===== src/design/assert_macros.svh =====
// Shared assertion shorthands for the watchdog quorum block.
`ifndef ASSERT_MACROS_SVH
`define ASSERT_MACROS_SVH

// Check that prop holds at every clock edge outside reset.
`define ASSERT_HOLDS(lbl, clk, rstn, prop, msg) \
    lbl: assert property (@(posedge clk) disable iff (!rstn) prop) else $error(msg);

// Check that cond never holds at a clock edge outside reset.
`define ASSERT_NEVER(lbl, clk, rstn, cond, msg) \
    lbl: assert property (@(posedge clk) disable iff (!rstn) !(cond)) else $error(msg);

`endif


===== src/design/wdq_pkg.sv =====
package wdq_pkg;

    localparam int SLOTS     = 8;
    localparam int ID_WIDTH  = 32;
    localparam int CNT_W     = 4;
    localparam int CFG_IDX_W = 4;

    typedef enum logic [1:0] {
        MODE_REGISTER   = 2'd0,
        MODE_UNREGISTER = 2'd1,
        MODE_FEED       = 2'd2,
        MODE_QUERY      = 2'd3
    } mode_t;

    typedef enum logic [2:0] {
        STAT_OK        = 3'd0,
        STAT_INV_STATE = 3'd1,
        STAT_INV_ARG   = 3'd2,
        STAT_NO_SLOT   = 3'd3,
        STAT_NOT_FOUND = 3'd4
    } status_t;

    localparam logic [CFG_IDX_W-1:0] CFG_INITIALIZED = CFG_IDX_W'(0);
    localparam logic [CFG_IDX_W-1:0] CFG_ENABLED     = CFG_IDX_W'(1);
    localparam logic [CFG_IDX_W-1:0] CFG_FALLBACK    = CFG_IDX_W'(2);
    localparam logic [CFG_IDX_W-1:0] CFG_POLICY      = CFG_IDX_W'(3);

    typedef enum logic {
        ST_IDLE = 1'b0,
        ST_EXEC = 1'b1
    } state_t;

    typedef struct packed {
        logic capture;
        logic commit;
    } ctrl_cmd_t;

    typedef logic [SLOTS-1:0] slot_mask_t;

    // Isolate the lowest set bit.
    function automatic slot_mask_t lowest_one(input slot_mask_t m);
        return m & (~m + slot_mask_t'(1));
    endfunction

    function automatic logic [CNT_W-1:0] popcount(input slot_mask_t m);
        logic [CNT_W-1:0] c;
        c = '0;
        for (int i = 0; i < SLOTS; i++) begin
            c = c + CNT_W'(m[i]);
        end
        return c;
    endfunction

endpackage


===== src/design/multi_task_watchdog_quorum.sv =====
// Multi-task watchdog quorum supervisor.
//
// Input channel (s_valid/s_ready): one request per handshake, carrying a
// mode (register, unregister, feed, status query) and a task identifier.
// Result channel (m_valid/m_ready): one result per request with a status
// code, the fallback feed and task kick pulses, and the registered, fed
// and required counts after the request.
// Configuration channel (cfg_valid/cfg_ready): cfg_ready is always high;
// cfg_index selects initialized, enabled, fallback_enabled or the vote
// policy and bit cfg_data is written. Indexes beyond three are
// dropped. Write only while no request is in flight.
// Timing: a request is captured at acceptance, executed against the slot
// table in the EXEC state (all slot compares run in parallel) and its
// result registered as it executes. The next request is taken while a
// result still waits; if the receiver stalls, execution holds until the
// result register drains, and s_ready stays low from the capture until
// that request has executed.
// Reset: all slots free, fed mask clear, not initialized, supervision
// and fallback enabled, policy all; no result pending.
module multi_task_watchdog_quorum (
    input  logic                          aclk,
    input  logic                          aresetn,
    input  logic                          s_valid,
    output logic                          s_ready,
    input  logic [1:0]                    s_mode,
    input  logic [wdq_pkg::ID_WIDTH-1:0]  s_task_id,
    output logic                          m_valid,
    input  logic                          m_ready,
    output logic [2:0]                    m_status_code,
    output logic                          m_fallback_feed,
    output logic                          m_task_kick,
    output logic [wdq_pkg::CNT_W-1:0]     m_registered_count,
    output logic [wdq_pkg::CNT_W-1:0]     m_fed_count,
    output logic [wdq_pkg::CNT_W-1:0]     m_required_count,
    input  logic                          cfg_valid,
    output logic                          cfg_ready,
    input  logic [wdq_pkg::CFG_IDX_W-1:0] cfg_index,
    input  logic                          cfg_data
);

    wdq_pkg::ctrl_cmd_t cmd;

    // Take configuration writes at any time.
    assign cfg_ready = 1'b1;

    // Sequence each request: capture, execute, present.
    wdq_ctrl u_ctrl (
        .aclk    (aclk),
        .aresetn (aresetn),
        .s_valid (s_valid),
        .s_ready (s_ready),
        .m_valid (m_valid),
        .m_ready (m_ready),
        .cmd     (cmd)
    );

    // Slot table, fed mask, configuration and result registers.
    wdq_datapath u_datapath (
        .aclk               (aclk),
        .aresetn            (aresetn),
        .cmd                (cmd),
        .s_mode             (s_mode),
        .s_task_id          (s_task_id),
        .cfg_we             (cfg_valid && cfg_ready),
        .cfg_index          (cfg_index),
        .cfg_data           (cfg_data),
        .m_status_code      (m_status_code),
        .m_fallback_feed    (m_fallback_feed),
        .m_task_kick        (m_task_kick),
        .m_registered_count (m_registered_count),
        .m_fed_count        (m_fed_count),
        .m_required_count   (m_required_count)
    );

endmodule


===== src/design/wdq_ctrl.sv =====
`include "assert_macros.svh"

module wdq_ctrl (
    input  logic               aclk,
    input  logic               aresetn,
    input  logic               s_valid,
    output logic               s_ready,
    output logic               m_valid,
    input  logic               m_ready,
    output wdq_pkg::ctrl_cmd_t cmd
);

    wdq_pkg::state_t state_reg, state_next;
    logic            m_valid_reg, m_valid_next;

    always_comb begin
        state_next = state_reg;
        case (state_reg)
            wdq_pkg::ST_IDLE: begin
                if (s_valid) state_next = wdq_pkg::ST_EXEC;
            end
            wdq_pkg::ST_EXEC: begin
                if (!m_valid_reg || m_ready) state_next = wdq_pkg::ST_IDLE;
            end
            default: state_next = wdq_pkg::ST_IDLE;
        endcase
    end

    always_comb begin
        s_ready     = 1'b0;
        cmd.capture = 1'b0;
        cmd.commit  = 1'b0;
        case (state_reg)
            wdq_pkg::ST_IDLE: begin
                s_ready     = 1'b1;
                cmd.capture = s_valid;
            end
            wdq_pkg::ST_EXEC: begin
                cmd.commit = !m_valid_reg || m_ready;
            end
            default: begin
                s_ready = 1'b0;
            end
        endcase
    end

    always_comb begin
        m_valid_next = m_valid_reg;
        if (cmd.commit)   m_valid_next = 1'b1;
        else if (m_ready) m_valid_next = 1'b0;
    end

    always_ff @(posedge aclk) begin
        if (!aresetn) begin
            state_reg   <= wdq_pkg::ST_IDLE;
            m_valid_reg <= 1'b0;
        end else begin
            state_reg   <= state_next;
            m_valid_reg <= m_valid_next;
        end
    end

    assign m_valid = m_valid_reg;

    `ASSERT_NEVER(a_commit_over_full, aclk, aresetn, cmd.commit && m_valid_reg && !m_ready, "commit would overwrite an untaken result")
    `ASSERT_HOLDS(a_commit_shows, aclk, aresetn, cmd.commit |=> m_valid_reg, "committed result not presented")
    `ASSERT_HOLDS(a_capture_exec, aclk, aresetn, cmd.capture |=> (state_reg == wdq_pkg::ST_EXEC && !s_ready), "captured request not executed")

endmodule


===== src/design/wdq_datapath.sv =====
`include "assert_macros.svh"

module wdq_datapath (
    input  logic                          aclk,
    input  logic                          aresetn,
    input  wdq_pkg::ctrl_cmd_t            cmd,
    input  logic [1:0]                    s_mode,
    input  logic [wdq_pkg::ID_WIDTH-1:0]  s_task_id,
    input  logic                          cfg_we,
    input  logic [wdq_pkg::CFG_IDX_W-1:0] cfg_index,
    input  logic                          cfg_data,
    output logic [2:0]                    m_status_code,
    output logic                          m_fallback_feed,
    output logic                          m_task_kick,
    output logic [wdq_pkg::CNT_W-1:0]     m_registered_count,
    output logic [wdq_pkg::CNT_W-1:0]     m_fed_count,
    output logic [wdq_pkg::CNT_W-1:0]     m_required_count
);

    wdq_pkg::mode_t               mode_reg;
    logic [wdq_pkg::ID_WIDTH-1:0] id_reg;
    logic [wdq_pkg::ID_WIDTH-1:0] ids_reg [wdq_pkg::SLOTS];
    wdq_pkg::slot_mask_t          active_reg, active_next;
    wdq_pkg::slot_mask_t          fed_reg, fed_next;
    logic init_reg, en_reg, fb_reg, pol_reg;

    wdq_pkg::status_t         status_reg, status_next;
    logic                     ffeed_reg, ffeed_next;
    logic                     kick_reg, kick_next;
    logic [wdq_pkg::CNT_W-1:0] regc_reg, regc_next;
    logic [wdq_pkg::CNT_W-1:0] fedc_reg, fedc_next;
    logic [wdq_pkg::CNT_W-1:0] reqc_reg, reqc_next;

    wdq_pkg::slot_mask_t match, hit_oh, free_oh, wr_oh, fed_mark;
    logic                id_zero, hit, met;

    // Compare lanes, one per slot.
    always_comb begin
        for (int i = 0; i < wdq_pkg::SLOTS; i++) begin
            match[i] = active_reg[i] && (ids_reg[i] == id_reg);
        end
    end

    assign id_zero  = (id_reg == '0);
    assign hit_oh   = id_zero ? '0 : wdq_pkg::lowest_one(match);
    assign hit      = |hit_oh;
    assign free_oh  = wdq_pkg::lowest_one(~active_reg);
    assign fed_mark = fed_reg | hit_oh;
    assign met      = pol_reg ? |(fed_mark & active_reg)
                              : ((fed_mark & active_reg) == active_reg);

    always_comb begin
        active_next = active_reg;
        fed_next    = fed_reg;
        wr_oh       = '0;
        status_next = wdq_pkg::STAT_OK;
        ffeed_next  = 1'b0;
        kick_next   = 1'b0;
        if (mode_reg != wdq_pkg::MODE_QUERY && !init_reg) begin
            status_next = wdq_pkg::STAT_INV_STATE;
        end else begin
            case (mode_reg)
                wdq_pkg::MODE_REGISTER: begin
                    if (id_zero) begin
                        status_next = wdq_pkg::STAT_INV_ARG;
                    end else if (!hit) begin
                        if (free_oh == '0) begin
                            status_next = wdq_pkg::STAT_NO_SLOT;
                        end else begin
                            wr_oh       = free_oh;
                            active_next = active_reg | free_oh;
                        end
                    end
                    fed_next = fed_reg & active_next;
                end
                wdq_pkg::MODE_UNREGISTER: begin
                    if (!hit) begin
                        status_next = wdq_pkg::STAT_NOT_FOUND;
                    end else begin
                        active_next = active_reg & ~hit_oh;
                        fed_next    = fed_reg & active_next;
                    end
                end
                wdq_pkg::MODE_FEED: begin
                    if (!en_reg) begin
                        status_next = wdq_pkg::STAT_OK;
                    end else if (id_zero) begin
                        status_next = wdq_pkg::STAT_INV_ARG;
                    end else begin
                        kick_next = 1'b1;
                        if (!hit) begin
                            status_next = wdq_pkg::STAT_NOT_FOUND;
                        end else if (fb_reg && active_reg != '0 && met) begin
                            ffeed_next = 1'b1;
                            fed_next   = '0;
                        end else begin
                            fed_next = fed_mark;
                        end
                    end
                end
                default: begin
                    status_next = wdq_pkg::STAT_OK;
                end
            endcase
        end
    end

    assign regc_next = wdq_pkg::popcount(active_next);
    assign fedc_next = wdq_pkg::popcount(active_next & fed_next);
    assign reqc_next = pol_reg ? wdq_pkg::CNT_W'(regc_next != '0) : regc_next;

    always_ff @(posedge aclk) begin
        if (!aresetn) begin
            active_reg <= '0;
            fed_reg    <= '0;
            init_reg   <= 1'b0;
            en_reg     <= 1'b1;
            fb_reg     <= 1'b1;
            pol_reg    <= 1'b0;
        end else begin
            if (cmd.commit) begin
                active_reg <= active_next;
                fed_reg    <= fed_next;
            end
            if (cfg_we) begin
                case (cfg_index)
                    wdq_pkg::CFG_INITIALIZED: init_reg <= cfg_data;
                    wdq_pkg::CFG_ENABLED:     en_reg   <= cfg_data;
                    wdq_pkg::CFG_FALLBACK:    fb_reg   <= cfg_data;
                    wdq_pkg::CFG_POLICY:      pol_reg  <= cfg_data;
                    default:                  init_reg <= init_reg;
                endcase
            end
        end
    end

    always_ff @(posedge aclk) begin
        if (cmd.capture) begin
            mode_reg <= wdq_pkg::mode_t'(s_mode);
            id_reg   <= s_task_id;
        end
        if (cmd.commit) begin
            status_reg <= status_next;
            ffeed_reg  <= ffeed_next;
            kick_reg   <= kick_next;
            regc_reg   <= regc_next;
            fedc_reg   <= fedc_next;
            reqc_reg   <= reqc_next;
        end
        for (int i = 0; i < wdq_pkg::SLOTS; i++) begin
            if (cmd.commit && wr_oh[i]) ids_reg[i] <= id_reg;
        end
    end

    assign m_status_code      = status_reg;
    assign m_fallback_feed    = ffeed_reg;
    assign m_task_kick        = kick_reg;
    assign m_registered_count = regc_reg;
    assign m_fed_count        = fedc_reg;
    assign m_required_count   = reqc_reg;

    `ASSERT_NEVER(a_fed_inactive, aclk, aresetn, (fed_reg & ~active_reg) != '0, "fed bit set on an inactive slot")
    `ASSERT_HOLDS(a_ffeed_clears, aclk, aresetn, (cmd.commit && ffeed_next) |=> (fed_reg == '0 && kick_reg), "fallback feed without kick or clear")

endmodule

===== config.mk =====
export PLATFORM = sky130hd
export DESIGN_NAME = multi_task_watchdog_quorum
export DESIGN_NICKNAME = d
export VERILOG_FILES = /design/src/design/wdq_pkg.sv /design/src/design/multi_task_watchdog_quorum.sv /design/src/design/wdq_ctrl.sv /design/src/design/wdq_datapath.sv
export VERILOG_INCLUDE_DIRS = /design/src /design/src/design
export SDC_FILE = /design/constraint.sdc
export NUM_CORES = 1
export LEC_CHECK = 0
export ABC_CLOCK_PERIOD_IN_PS = 17170
export BUFFER_PORTS_ARGS = -buffer_cell sky130_fd_sc_hd__buf_2
export CORE_AREA = 2 2 172 174
export DETAILED_ROUTE_END_ITERATION = 10
export DIE_AREA = 0 0 174 176
export PLACE_DENSITY_LB_ADDON = 0.2
export SLEW_MARGIN = 40
export SYNTH_ARGS = -nofsm -noshare
export SYNTH_HDL_FRONTEND = slang
export SYNTH_SLANG_ARGS = --single-unit

===== constraint.sdc =====
create_clock -name aclk -period 17.17 [get_ports aclk]
set_clock_uncertainty 0.15 [all_clocks]
set_input_delay 1.717 -clock aclk [delete_from_list [all_inputs] [get_ports aclk]]
set_output_delay 1.717 -clock aclk [all_outputs]
set_load 0.05 [all_outputs]

==> results.txt <==
Min-Delay Path Depth - 2
max-slew violations - 0
Reg clk slew, reported paths - 0.06 ns
Final Hold Fails - 0
CTS tree - done
most common cell in the netlist - edfxtp_1
Worst slew margin - 41.1%
Yosys reg bits - 329
Tcrit/Tclk final - 39.1%
Post-synth EDFFs - 307
initial drt markers - 1179
Max clock buf depth - 3
critical path capture point type - register
ANT nets after route - 0
Hold Crit Endpoint - u_ctrl.m_valid
area grow syn2layout - 13.4%
NumNets Final - 1350
initial core utilization - 54.5%
synthesized area - 15600 um2
drt total wl - 42.4 mm
Final setup viols - 0
post-synthesis sequential area ratio - 62.1%
Setup TNS Final - 0 ns
vias in the first global route - 10100
FMAX - 149 MHz
Hold Crit Class - reg -> reg
synth top area cells - edfxtp_1 59%, xnor2_1 8.5%, xor2_1 5.7%
Via density - 6.14
Yosys warning count - 0
total global-route track usage - 27.9%
clock root buffer - clkbuf_16
Post-synth ARST share - 0%
cts repair resizes - 0
Placer Congestion - 0.938
Reg2Reg Depth - 20
startpoint types - register
Fill cells - 2289
PortBufs - 62
Reg-to-Reg End - u_datapath.m_fed_count[2]
fin util - 61.8%
Peak VDD IR - 0.0806 mV
Residual DRC - 0
# rows - 62
Final min period - 6.72 ns
post-CTS setup buffer count - 0
final global-route overflow total - 0
hold wc startpoint - u_ctrl.m_valid
RSZ-0062 raised after global routing - false
Synth area leader - edfxtp_1
synth unique cells - 72
pwr/cell area - 99.8 nW/um2
largest net degree at the start of global routing - 33
Cells after Synth - 1195
first-pass GRT wire length - 63.6 mm
antenna violations before repair - 0
status - finished clean
TritonCTS Buffers - 36
cts hold-fix bufs - 0
WL/cell - 24.9 um
Avg Synthesized Cell Area - 13.0 um2
syn nets - 1253
H-tree depth - 2
Place WS - 10.42 ns
Die Y - 176 um
max_cap viols - 0
clk sinks - 329
Post-synth top cells - 307 x edfxtp_1, 151 x xnor2_1, 101 x xor2_1
top cell type's share of synthesized area - 59.2%
Ports - 64
Final WS setup - 10.45 ns
critical path peak fanout - 12
post-detail-place hpwl - 28.7 mm
max reg flops - 256
worst r2r src - u_datapath.id_reg[16]
Die ar. - 30600 um2
die width - 174 um
clock latency on the worst-skew pair - 0.53 ns
CP Class - reg -> reg
detailed-router iteration count before antenna repair - 5
Least-Margin Pin Slew - 0.876 ns
CP arrival - 6.83 ns
share of layout cells above drive strength 1 - 14.4%
R2R Setup Slk - 10.45 ns
core region area - 28500 um2
WP data required - 17.28 ns
DR vias - 10400
P_leak - 0.00582 uW
Ant. Diodes - 0
ys flop type - edfxtp_1
[power by group]
group	switching [uW]	total, uW	internal, uW
combinational	94.6	136	41.6
clock	306	731	425
sequential	7.95	895	887
total	409	1760	1350
[cells in the final DEF (no fill, tap or decap), drive strengths merged, types with 5 or more instances in the layout]
cell type | netlist | layout
nand2b | 21 | 21
fa | 8 | 8
clkinv | 1 | 16
ha | 6 | 6
xnor2 | 151 | 151
o21ai | 28 | 28
nand4b | 9 | 9
nor2 | 42 | 42
a211oi | 5 | 5
xor2 | 101 | 101
nand3 | 25 | 25
nor4b | 5 | 5
a21oi | 35 | 35
or4 | 6 | 6
a31oi | 7 | 7
dfxtp | 22 | 22
nand2 | 65 | 65
o2111ai | 5 | 5
nor2b | 6 | 6
or2 | 5 | 5
inv | 29 | 30
buf | 20 | 112
and2 | 6 | 6
nand4 | 73 | 73
nor3b | 5 | 5
nor3 | 24 | 24
and3 | 8 | 8
edfxtp | 307 | 307
clkbuf | 33 | 43
or3 | 8 | 8
nor4 | 65 | 65
[critical path: stages (launching register included)]
cell and delay, ns:
edfxtp_1 0.50, buf_4 0.25, xor2_1 0.18, or4_1 0.52
nor4_1 0.41, and4_1 0.28, nand4_1 0.27, and3_1 0.30
nor3_1 0.39, a21boi_4 0.16, o21ai_4 0.31, nor2_2 0.08
o311a_1 0.30, ha_1 0.28, inv_1 0.05, fa_1 0.51
inv_1 0.06, fa_1 0.44, fa_1 0.42, fa_1 0.44
xor2_1 0.15
[how the worst max path moves through the flow]
stage	endpoint	slack (ns)	start
global placement	u_datapath.m_fed_count[2]	10.42	u_datapath.id_reg[19]
CTS	u_datapath.m_fed_count[2]	10.36	u_datapath.id_reg[15]
detailed placement	u_datapath.m_fed_count[2]	10.42	u_datapath.id_reg[15]
finish	u_datapath.m_fed_count[2]	10.45	u_datapath.id_reg[16]
floorplan	u_datapath.ids_reg[0][64]	10.81	u_datapath.id_reg[14]
global route	u_datapath.m_fed_count[2]	10.24	u_datapath.id_reg[16]
[area by class of cell]
cell class	instances	area, um2	area share [%]
Sequential cell	329	9660	54.7
Multi-Input combinational cell	783	5590	31.7
Clock buffer	43	948	5.37
Timing Repair Buffer	112	704	3.99
Tap cell	384	480	2.72
Clock inverter	20	159	0.900
Inverter	30	113	0.638
[cell families after synthesis]
group	share of synthesized area (%)
other	0.0241
AOI/OAI and AO/OA	5.89
muxes	0.330
adders and majority gates	1.51
and+or+nand+nor	13.7
xor gates and xnor gates	14.2
DFF	62.1
buffers and inverters	2.32
[per-stage QoR]
step	hold slack, ns	area, um2	power [uW]	instances
global placement	0.333	16500	1040	1634
detailed placement	0.344	16500	1050	1636
global route	0.388	17700	1820	1701
floorplan	0.288	15600	995	1195
CTS	0.356	17600	1780	1699
finish	0.353	17700	1760	1701
[routing by layer]
metal	vias up	track usage, %	routed length [um]
met4	0	10.2	1550
li1	4693	-	-
met3	98	4.41	3290
met1	5162	40.2	18500
met5	-	0	0
met2	483	43.4	19100
Power figures use the tool's default switching activity.
